**src/ptrs_pkg.sv**
```systemverilog
// Package of the periodic task release scheduler: defaults, codes and result type.
`timescale 1ns / 1ps

package ptrs_pkg;

    localparam int NUM_SLOTS_DEF  = 8;
    localparam int COUNT_BITS_DEF = 16;

    localparam logic [15:0] TICK_LIMIT_RST = 16'd10;

    localparam logic [1:0] CMD_TICK    = 2'd0;
    localparam logic [1:0] CMD_SERVICE = 2'd1;
    localparam logic [1:0] CMD_ADD     = 2'd2;
    localparam logic [1:0] CMD_RESTART = 2'd3;

    localparam logic [2:0] KIND_RELEASE  = 3'd0;
    localparam logic [2:0] KIND_ADD_OK   = 3'd1;
    localparam logic [2:0] KIND_ADD_FAIL = 3'd2;
    localparam logic [2:0] KIND_ACK      = 3'd3;
    localparam logic [2:0] KIND_NONE     = 3'd4;

    typedef struct packed {
        logic [2:0] kind;
        logic [7:0] tag;
        logic [2:0] slot;
        logic       last;
    } t_res;

endpackage

```
**src/ptrs_ram.sv**
```systemverilog
// Generic simple dual-port RAM with one write port and a registered read port.
`timescale 1ns / 1ps

module ptrs_ram #(
    parameter int WIDTH = 8,
    parameter int DEPTH = 8,
    localparam int AW = (DEPTH > 1) ? $clog2(DEPTH) : 1
) (
    input  logic             i_clk,
    input  logic             i_we,
    input  logic [AW-1:0]    i_waddr,
    input  logic [WIDTH-1:0] i_wdata,
    input  logic [AW-1:0]    i_raddr,
    output logic [WIDTH-1:0] o_rdata
);

    logic [WIDTH-1:0] r_mem [DEPTH];
    logic [WIDTH-1:0] r_rdata;

    always_ff @(posedge i_clk) begin
        if (i_we) begin
            r_mem[i_waddr] <= i_wdata;
        end
        r_rdata <= r_mem[i_raddr];
    end

    assign o_rdata = r_rdata;

endmodule

```
**src/periodic_task_release_scheduler.sv**
```systemverilog
// Periodic task release scheduler: task table, pending tick count and release walk.
// A tick, a restart, nothing pending or a zero period goes from idle straight to the emit
// state; an add searches the table one slot a cycle; a service walks every slot one slot a
// cycle through the shared countdown unit, broken off to emit an earlier release when another
// is found. A new item is taken only in idle, and output stalls hold the emit state longer.
// Synchronous active-low reset empties the table, clears the count and the flag, tick_limit 10.
`timescale 1ns / 1ps

module periodic_task_release_scheduler #(
    parameter int NUM_SLOTS  = ptrs_pkg::NUM_SLOTS_DEF,
    parameter int COUNT_BITS = ptrs_pkg::COUNT_BITS_DEF
) (
    input  logic        i_clk,
    input  logic        i_rst_n,
    input  logic        i_tick_limit_we,
    input  logic [15:0] i_tick_limit,
    input  logic        i_valid,
    output logic        o_stall,
    input  logic [1:0]  i_command,
    input  logic [7:0]  i_task_tag,
    input  logic [15:0] i_first_delay,
    input  logic [15:0] i_period,
    output logic        o_valid,
    input  logic        i_stall,
    output logic [2:0]  o_kind,
    output logic [7:0]  o_task_tag_res,
    output logic [2:0]  o_slot,
    output logic [15:0] o_pending,
    output logic        o_overrun,
    output logic        o_last
);

    localparam int IDX_W = (NUM_SLOTS > 1) ? $clog2(NUM_SLOTS) : 1;
    localparam int ENT_W = 8 + 2 * COUNT_BITS;
    localparam logic [IDX_W-1:0]      IDX_LAST = IDX_W'(NUM_SLOTS - 1);
    localparam logic [COUNT_BITS-1:0] CNT_MAX  = {COUNT_BITS{1'b1}};

    typedef enum logic [4:0] {
        ST_IDLE  = 5'b00001,
        ST_FIND  = 5'b00010,
        ST_READ  = 5'b00100,
        ST_CHECK = 5'b01000,
        ST_EMIT  = 5'b10000
    } t_state;

    t_state                r_state, n_state;
    logic [NUM_SLOTS-1:0]  r_used, n_used;
    logic [IDX_W-1:0]      r_idx, n_idx;
    logic [COUNT_BITS-1:0] r_pending, n_pending;
    logic                  r_overrun, n_overrun;
    logic [15:0]           r_tick_limit;
    ptrs_pkg::t_res        r_res, n_res;
    ptrs_pkg::t_res        r_hold, n_hold;
    logic                  r_hold_v, n_hold_v;
    logic                  r_walk_end, n_walk_end;
    logic [7:0]            r_add_tag, n_add_tag;
    logic [COUNT_BITS-1:0] r_add_cd, n_add_cd;
    logic [COUNT_BITS-1:0] r_add_period, n_add_period;

    ptrs_pkg::t_res        r_out, n_out;
    logic                  r_out_valid, n_out_valid;
    logic [15:0]           r_out_pending, n_out_pending;
    logic                  r_out_overrun, n_out_overrun;

    logic                  w_accept;
    logic                  w_out_free;
    logic                  w_at_end;
    logic                  w_used_here;
    logic [2:0]            w_slot3;
    logic [31:0]           w_idx_ext;
    logic [63:0]           w_pend_ext;
    logic [COUNT_BITS-1:0] w_period_m;
    logic [COUNT_BITS-1:0] w_first_cd;
    logic [COUNT_BITS-1:0] w_cd_dec;
    logic [COUNT_BITS-1:0] w_rd_cd;
    logic [COUNT_BITS-1:0] w_rd_period;
    logic [7:0]            w_rd_tag;
    logic                  w_release;

    logic                  w_ram_we;
    logic [IDX_W-1:0]      w_ram_raddr;
    logic [ENT_W-1:0]      w_ram_wdata;
    logic [ENT_W-1:0]      w_ram_rdata;

    ptrs_ram #(
        .WIDTH (ENT_W),
        .DEPTH (NUM_SLOTS)
    ) u_table (
        .i_clk   (i_clk),
        .i_we    (w_ram_we),
        .i_waddr (r_idx),
        .i_wdata (w_ram_wdata),
        .i_raddr (w_ram_raddr),
        .o_rdata (w_ram_rdata)
    );

    assign o_stall    = (r_state != ST_IDLE);
    assign w_accept   = i_valid && !o_stall;
    assign w_out_free = !r_out_valid || !i_stall;
    assign w_at_end   = (r_idx == IDX_LAST);
    assign w_used_here = r_used[r_idx];
    assign w_idx_ext  = 32'(r_idx);
    assign w_slot3    = w_idx_ext[2:0];
    assign w_period_m = COUNT_BITS'(i_period);
    assign w_first_cd = (64'(i_first_delay) >= 64'(CNT_MAX)) ? CNT_MAX
                        : COUNT_BITS'(i_first_delay) + 1'b1;

    assign w_rd_tag    = w_ram_rdata[ENT_W-1 -: 8];
    assign w_rd_cd     = w_ram_rdata[2*COUNT_BITS-1 -: COUNT_BITS];
    assign w_rd_period = w_ram_rdata[COUNT_BITS-1:0];

    // The one countdown unit shared by every slot of the walk.
    assign w_cd_dec  = w_rd_cd - 1'b1;
    assign w_release = w_used_here && (w_cd_dec == '0);

    // While checking, the next slot is read ahead so the walk keeps one slot a cycle while no result is emitted.
    assign w_ram_raddr = (r_state == ST_CHECK) ? r_idx + 1'b1 : r_idx;

    always_comb begin
        w_ram_we    = 1'b0;
        w_ram_wdata = {r_add_tag, r_add_cd, r_add_period};
        if (r_state == ST_FIND) begin
            w_ram_we = !w_used_here;
        end else if (r_state == ST_CHECK) begin
            w_ram_we    = w_used_here;
            w_ram_wdata = {w_rd_tag, (w_release ? w_rd_period : w_cd_dec), w_rd_period};
        end
    end

    always_comb begin
        n_state       = r_state;
        n_used        = r_used;
        n_idx         = r_idx;
        n_pending     = r_pending;
        n_overrun     = r_overrun;
        n_res         = r_res;
        n_hold        = r_hold;
        n_hold_v      = r_hold_v;
        n_walk_end    = r_walk_end;
        n_add_tag     = r_add_tag;
        n_add_cd      = r_add_cd;
        n_add_period  = r_add_period;
        n_out         = r_out;
        n_out_valid   = r_out_valid && i_stall;
        n_out_pending = r_out_pending;
        n_out_overrun = r_out_overrun;
        w_pend_ext    = 64'(r_pending);

        unique case (r_state)
            ST_IDLE: begin
                if (w_accept) begin
                    n_res = '{kind: ptrs_pkg::KIND_ACK, tag: 8'd0, slot: 3'd0, last: 1'b1};
                    n_state = ST_EMIT;
                    unique case (i_command)
                        ptrs_pkg::CMD_TICK: begin
                            if (r_pending != CNT_MAX) begin
                                n_pending = r_pending + 1'b1;
                            end
                            w_pend_ext = 64'(n_pending);
                            if (w_pend_ext > 64'(r_tick_limit)) begin
                                n_overrun = 1'b1;
                            end
                        end
                        ptrs_pkg::CMD_SERVICE: begin
                            if (r_pending == '0) begin
                                n_res.kind = ptrs_pkg::KIND_NONE;
                            end else begin
                                n_pending  = r_pending - 1'b1;
                                n_idx      = '0;
                                n_hold_v   = 1'b0;
                                n_walk_end = 1'b0;
                                n_state    = ST_READ;
                            end
                        end
                        ptrs_pkg::CMD_ADD: begin
                            if (w_period_m == '0) begin
                                n_res = '{kind: ptrs_pkg::KIND_ADD_FAIL, tag: i_task_tag,
                                          slot: 3'd0, last: 1'b1};
                            end else begin
                                n_idx        = '0;
                                n_add_tag    = i_task_tag;
                                n_add_cd     = w_first_cd;
                                n_add_period = w_period_m;
                                n_state      = ST_FIND;
                            end
                        end
                        ptrs_pkg::CMD_RESTART: begin
                            n_pending = '0;
                            n_overrun = 1'b0;
                        end
                        default: begin
                            n_state = ST_EMIT;
                        end
                    endcase
                end
            end
            ST_FIND: begin
                if (!w_used_here) begin
                    n_used[r_idx] = 1'b1;
                    n_res = '{kind: ptrs_pkg::KIND_ADD_OK, tag: r_add_tag,
                              slot: w_slot3, last: 1'b1};
                    n_state = ST_EMIT;
                end else if (w_at_end) begin
                    n_res = '{kind: ptrs_pkg::KIND_ADD_FAIL, tag: r_add_tag,
                              slot: 3'd0, last: 1'b1};
                    n_state = ST_EMIT;
                end else begin
                    n_idx = r_idx + 1'b1;
                end
            end
            ST_READ: begin
                n_state = ST_CHECK;
            end
            ST_CHECK: begin
                if (!w_at_end) begin
                    n_idx = r_idx + 1'b1;
                end
                // A release is held back until the walk shows whether it is the final result.
                if (w_release) begin
                    n_hold   = '{kind: ptrs_pkg::KIND_RELEASE, tag: w_rd_tag,
                                 slot: w_slot3, last: 1'b0};
                    n_hold_v = 1'b1;
                    if (r_hold_v) begin
                        n_res      = r_hold;
                        n_walk_end = w_at_end;
                        n_state    = ST_EMIT;
                    end else if (w_at_end) begin
                        n_res      = '{kind: ptrs_pkg::KIND_RELEASE, tag: w_rd_tag,
                                       slot: w_slot3, last: 1'b1};
                        n_state    = ST_EMIT;
                    end
                end else if (w_at_end) begin
                    if (r_hold_v) begin
                        n_res      = r_hold;
                        n_res.last = 1'b1;
                    end else begin
                        n_res = '{kind: ptrs_pkg::KIND_ACK, tag: 8'd0, slot: 3'd0, last: 1'b1};
                    end
                    n_state = ST_EMIT;
                end
            end
            ST_EMIT: begin
                if (w_out_free) begin
                    n_out         = r_res;
                    n_out_valid   = 1'b1;
                    n_out_pending = w_pend_ext[15:0];
                    n_out_overrun = r_overrun;
                    if (r_res.last) begin
                        n_state = ST_IDLE;
                    end else if (r_walk_end) begin
                        n_res      = r_hold;
                        n_res.last = 1'b1;
                    end else begin
                        n_state = ST_READ;
                    end
                end
            end
            default: begin
                n_state = ST_IDLE;
            end
        endcase
    end

    always_ff @(posedge i_clk) begin
        if (!i_rst_n) begin
            r_state      <= ST_IDLE;
            r_used       <= '0;
            r_idx        <= '0;
            r_pending    <= '0;
            r_overrun    <= 1'b0;
            r_tick_limit <= ptrs_pkg::TICK_LIMIT_RST;
            r_hold_v     <= 1'b0;
            r_walk_end   <= 1'b0;
            r_out_valid  <= 1'b0;
        end else begin
            r_state     <= n_state;
            r_used      <= n_used;
            r_idx       <= n_idx;
            r_pending   <= n_pending;
            r_overrun   <= n_overrun;
            r_hold_v    <= n_hold_v;
            r_walk_end  <= n_walk_end;
            r_out_valid <= n_out_valid;
            if (i_tick_limit_we) begin
                r_tick_limit <= i_tick_limit;
            end
        end
    end

    always_ff @(posedge i_clk) begin
        r_res         <= n_res;
        r_hold        <= n_hold;
        r_add_tag     <= n_add_tag;
        r_add_cd      <= n_add_cd;
        r_add_period  <= n_add_period;
        r_out         <= n_out;
        r_out_pending <= n_out_pending;
        r_out_overrun <= n_out_overrun;
    end

    assign o_valid        = r_out_valid;
    assign o_kind         = r_out.kind;
    assign o_task_tag_res = r_out.tag;
    assign o_slot         = r_out.slot;
    assign o_pending      = r_out_pending;
    assign o_overrun      = r_out_overrun;
    assign o_last         = r_out.last;

endmodule

```
**config.mk**
```make
export PLATFORM = sky130hd
export DESIGN_NAME = periodic_task_release_scheduler
export DESIGN_NICKNAME = d
export VERILOG_FILES = /design/src/ptrs_pkg.sv /design/src/ptrs_ram.sv /design/src/periodic_task_release_scheduler.sv
export SDC_FILE = /design/constraint.sdc
export NUM_CORES = 1
export LEC_CHECK = 0
export BUFFER_PORTS_ARGS = -buffer_cell sky130_fd_sc_hd__buf_2
export CAP_MARGIN = 20
export CELL_PAD_IN_SITES_DETAIL_PLACEMENT = 1
export CELL_PAD_IN_SITES_GLOBAL_PLACEMENT = 1
export CORE_UTILIZATION = 23
export DETAILED_ROUTE_END_ITERATION = 10
export GPL_TIMING_DRIVEN = 0
export PLACE_DENSITY = 0.48
export SYNTH_ARGS = -nofsm -noshare
export SYNTH_HDL_FRONTEND = slang
export SYNTH_HIERARCHICAL = 1
export SYNTH_SLANG_ARGS = --single-unit
```
**constraint.sdc**
```tcl
create_clock -name i_clk -period 5.6 [get_ports i_clk]
set_input_delay 1.12 -clock i_clk [delete_from_list [all_inputs] [get_ports i_clk]]
set_output_delay 1.12 -clock i_clk [all_outputs]
set_load 0.01 [all_outputs]
```
==> metrics.md <==
| Metric | Value |
|---|---|
| Final period util | `0.774` |
| Placed cell count | `2808` |
| Slowest cell on the critical path | `dfxtp_1` |
| Post-route ant nets | `0` |
| Unrepaired setup endpoints after global routing | `no` |
| CTS root buf | `clkbuf_16` |
| Yosys top cell area share | `0.579` |
| Critical R2R Launch | `r_pending[0]` |
| Worst path cell trace | `ha_1, nand4_1, nor3_1, a21boi_1, nand2_1, xnor2_1, ha_1, a21o_1, a21o_1, a2111oi_0, o22ai_1, or4_1, nand3_1` |
| Setup slack after layout | `1270 ps` |
| Synthesized instance count | `1433` |
| CP max stage delay | `590 ps` |
| Crit Path Class | `flop to flop` |
| HP Start | `r_res[5]` |
| Most used flip-flop cell after synthesis | `edfxtp_1` |
| Num CTS Buffers | `58` |
| Die width | `309 um` |
| Setup crit end kind | `flop` |
| GR Util All Layers | `0.131` |
| Vias | `13021` |
| IO Port Bufs | `95` |
| Hold EP | `o_task_tag_res[1]` |
| GRT overflow | `0` |
| Sw frac | `0.248` |
| Share of cells above drive strength 1 | `0.183` |
| Power Density | `352 nW/um^2` |
| WP depth | `13` |
| Hold Fails Final Rpt | `0` |
| Core area | `93300 um^2` |
| Largest net degree at the start of global routing | `25` |
| Placer Congestion | `0.816` |
| Depth of the worst hold-timing path | `0` |
| EDFF count, synth | `418` |
| Initial antenna violation count | `0` |
| CTS clk-pin slew, worst paths | `60 ps` |
| Initial cell density of the core | `0.232` |
| Max IR drop VDD | `0.262 mV` |
| IO Pins | `97` |
| Max transition margin | `0.374` |
| Register area share after synthesis | `0.664` |
| CP top delay family | `simple AND/OR/NAND/NOR gates` |
| Cell Area, Synth | `21700 um^2` |
| Syn nets | `1524` |
| CTS resizes | `0` |
| DRC | `0` |
| Internal power | `6930 uW` |
| Final min period | `4330 ps` |
| Initial detailed-routing violation count | `836` |
| Slew Limit Fails | `0` |
| DR WL/cell | `21.4 um` |
| Clock buffer depth | `3` |
| Sw power | `2290 uW` |
| Count leader, synth | `edfxtp_1` |
| Leak | `0.00881 uW` |
| CP Max Fanout | `8` |
| Cell taking the most area after synthesis | `edfxtp_1` |
| Worst slew pin tran | `937 ps` |
| Comb pwr share | `0.101` |
| Outcome | `finished clean` |
| Routed wire length | `62500 um` |
| Commonest cells post-synth | `418 x edfxtp_1, 151 x nand2_1, 92 x dfxtp_1` |
| CTS HTree Levels | `2` |
| Yosys reg bits | `510` |
| Fmax | `0.231 GHz` |
| Final Setup Violations | `0` |
| Vias per Instance | `4.46` |
| Die ar. | `95500 um^2` |
| Clock network power share | `0.424` |
| Cell Rows | `112` |
| FF-to-FF setup slack | `1270 ps` |
| CTS hold repair buffers | `0` |
| Post-Layout Cell Count | `2919` |
| Mapped Avg Cell Area | `15.1 um^2` |
| CP startpoint kind | `flop` |
| R2R Path End | `r_overrun` |
| CTS tree | `yes` |
| Netlist cell types | `74` |
| Post-CTS Setup Bufs | `0` |
| Clk sink count | `510` |
| Worst reg2reg path depth | `13` |
| Vias in the first global route | `13887` |
| Final Skew | `75.0 ps` |
| Max Cap Violations | `0` |
| DR pass1 iterations | `5` |
| Die height | `309 um` |
| Dominant cells by area after synthesis | `edfxtp_1 58%, mux4_1 9.7%, dfxtp_1 8.5%, nand2_1 2.6%, mux2_2 2.3%` |
| Syn-to-layout area delta | `21.1%` |
| Setup tns final | `0 ps` |
| Clock latency at the later pin of the worst-skew pair | `670 ps` |
| Hold Path Class | `flop to flop` |
| Dpl hpwl | `43500 um` |
| Worst Path Required | `6160 ps` |
| CP bufs+invs | `0` |
| Synth warn | `6` |
| Worst hold slack | `421 ps` |
| Ys async rst share | `0` |
| Worst Path Arrival | `4900 ps` |
| First-pass GRT wire length | `92500 um` |
| Reg power frac | `0.475` |
| Layout Nets | `1706` |
| Pre-CTS WS | `1150 ps` |
## power groups by stage
stage               logic, uW  clock network, uW  registers [uW]
floorplan                 606                  0            4410
global placement          903                  0            4460
detailed placement        945                  0            4460
CTS                       950               4040            4380
global route             1040               4170            4390
finish                    935               3910            4380
## logic make-up after synthesis
family | after synthesis | share of synthesized area
adder cells (fa/ha/maj) | 28 | 0.0162
AND/OR/NAND/NOR | 403 | 0.0906
buffers and inverters | 117 | 0.0251
XOR/XNOR | 41 | 0.0166
flip-flops | 510 | 0.664
multiplexers | 145 | 0.130
AO/OA/AOI/OAI | 189 | 0.0575
## layout make-up
cell class              count  area [um^2]
diodes                      1         2.50
plain buffers              76          389
clock buffers              67         1520
clock inverters            42          478
fillers                 10046        67100
inverters                  41          154
multi-input cells         806         6820
flip-flops and latches    510        14400
well taps                1254         1570
repair buffers            122          921
## sequential cells by signal (all words and copies together), names as in the netlist, 5 cells and up
register	count
r_state	5
r_add_tag	8
r_pending	16
r_hold	11
r_tick_limit	16
r_used	8
o_pending	16
r_add_cd	16
u_table/r_mem	320
o_task_tag_res	8
r_res	15
r_add_period	16
u_table/o_rdata	40
## worst register-to-register path, delay by kind of cell (launching register included)
| family | cells | cell delay, ps |
|---|---|---|
| xor gates and xnor gates | 1 | 190 |
| adders and majority gates | 2 | 650 |
| DFF | 1 | 590 |
| and+or+nand+nor | 5 | 1680 |
| AOI/OAI and AO/OA | 5 | 1150 |
## metal layers
| layer | share of wire | up-vias | GRT usage |
|---|---|---|---|
| met5 | 0 | - | 0 |
| met4 | 0.022 | 0 | 0.0376 |
| met3 | 0.038 | 74 | 0.0200 |
| met2 | 0.47 | 254 | 0.216 |
| met1 | 0.47 | 6701 | 0.179 |
| li1 | - | 5992 | - |
## per-stage QoR
stage | total power (uW) | instance area, um^2 | utilization
floorplan | 5020 | 21700 | -
global placement | 5370 | 23700 | 0.254
detailed placement | 5410 | 24200 | 0.260
CTS | 9370 | 26200 | 0.281
global route | 9600 | 26200 | 0.281
finish | 9230 | 26200 | 0.281
## placed cells by master (no fill, tap or decap), drive strengths merged, types with 21 or more instances in the layout
cell type    n
nand4       26
buf        148
a31oi       27
clkinv      32
a21oi       43
dfxtp       92
ha          28
nand2      151
nor4        21
edfxtp     418
mux4        81
nand3       34
clkbuf     117
o21ai       40
xnor2       22
mux2        45
nor2        84
inv         42
## worst max path at each step
stage | end | from
3_3_place_gp | u_table/r_mem[4][13] | r_state[2]
3_5_place_dp | r_overrun | r_pending[0]
2_1_floorplan | u_table/r_mem[0][0] | r_state[2]
6_report | r_overrun | r_pending[0]
5_1_grt | r_overrun | r_pending[0]
4_1_cts | r_overrun | r_pending[0]
Note: power is estimated with default switching activity, not from simulation.
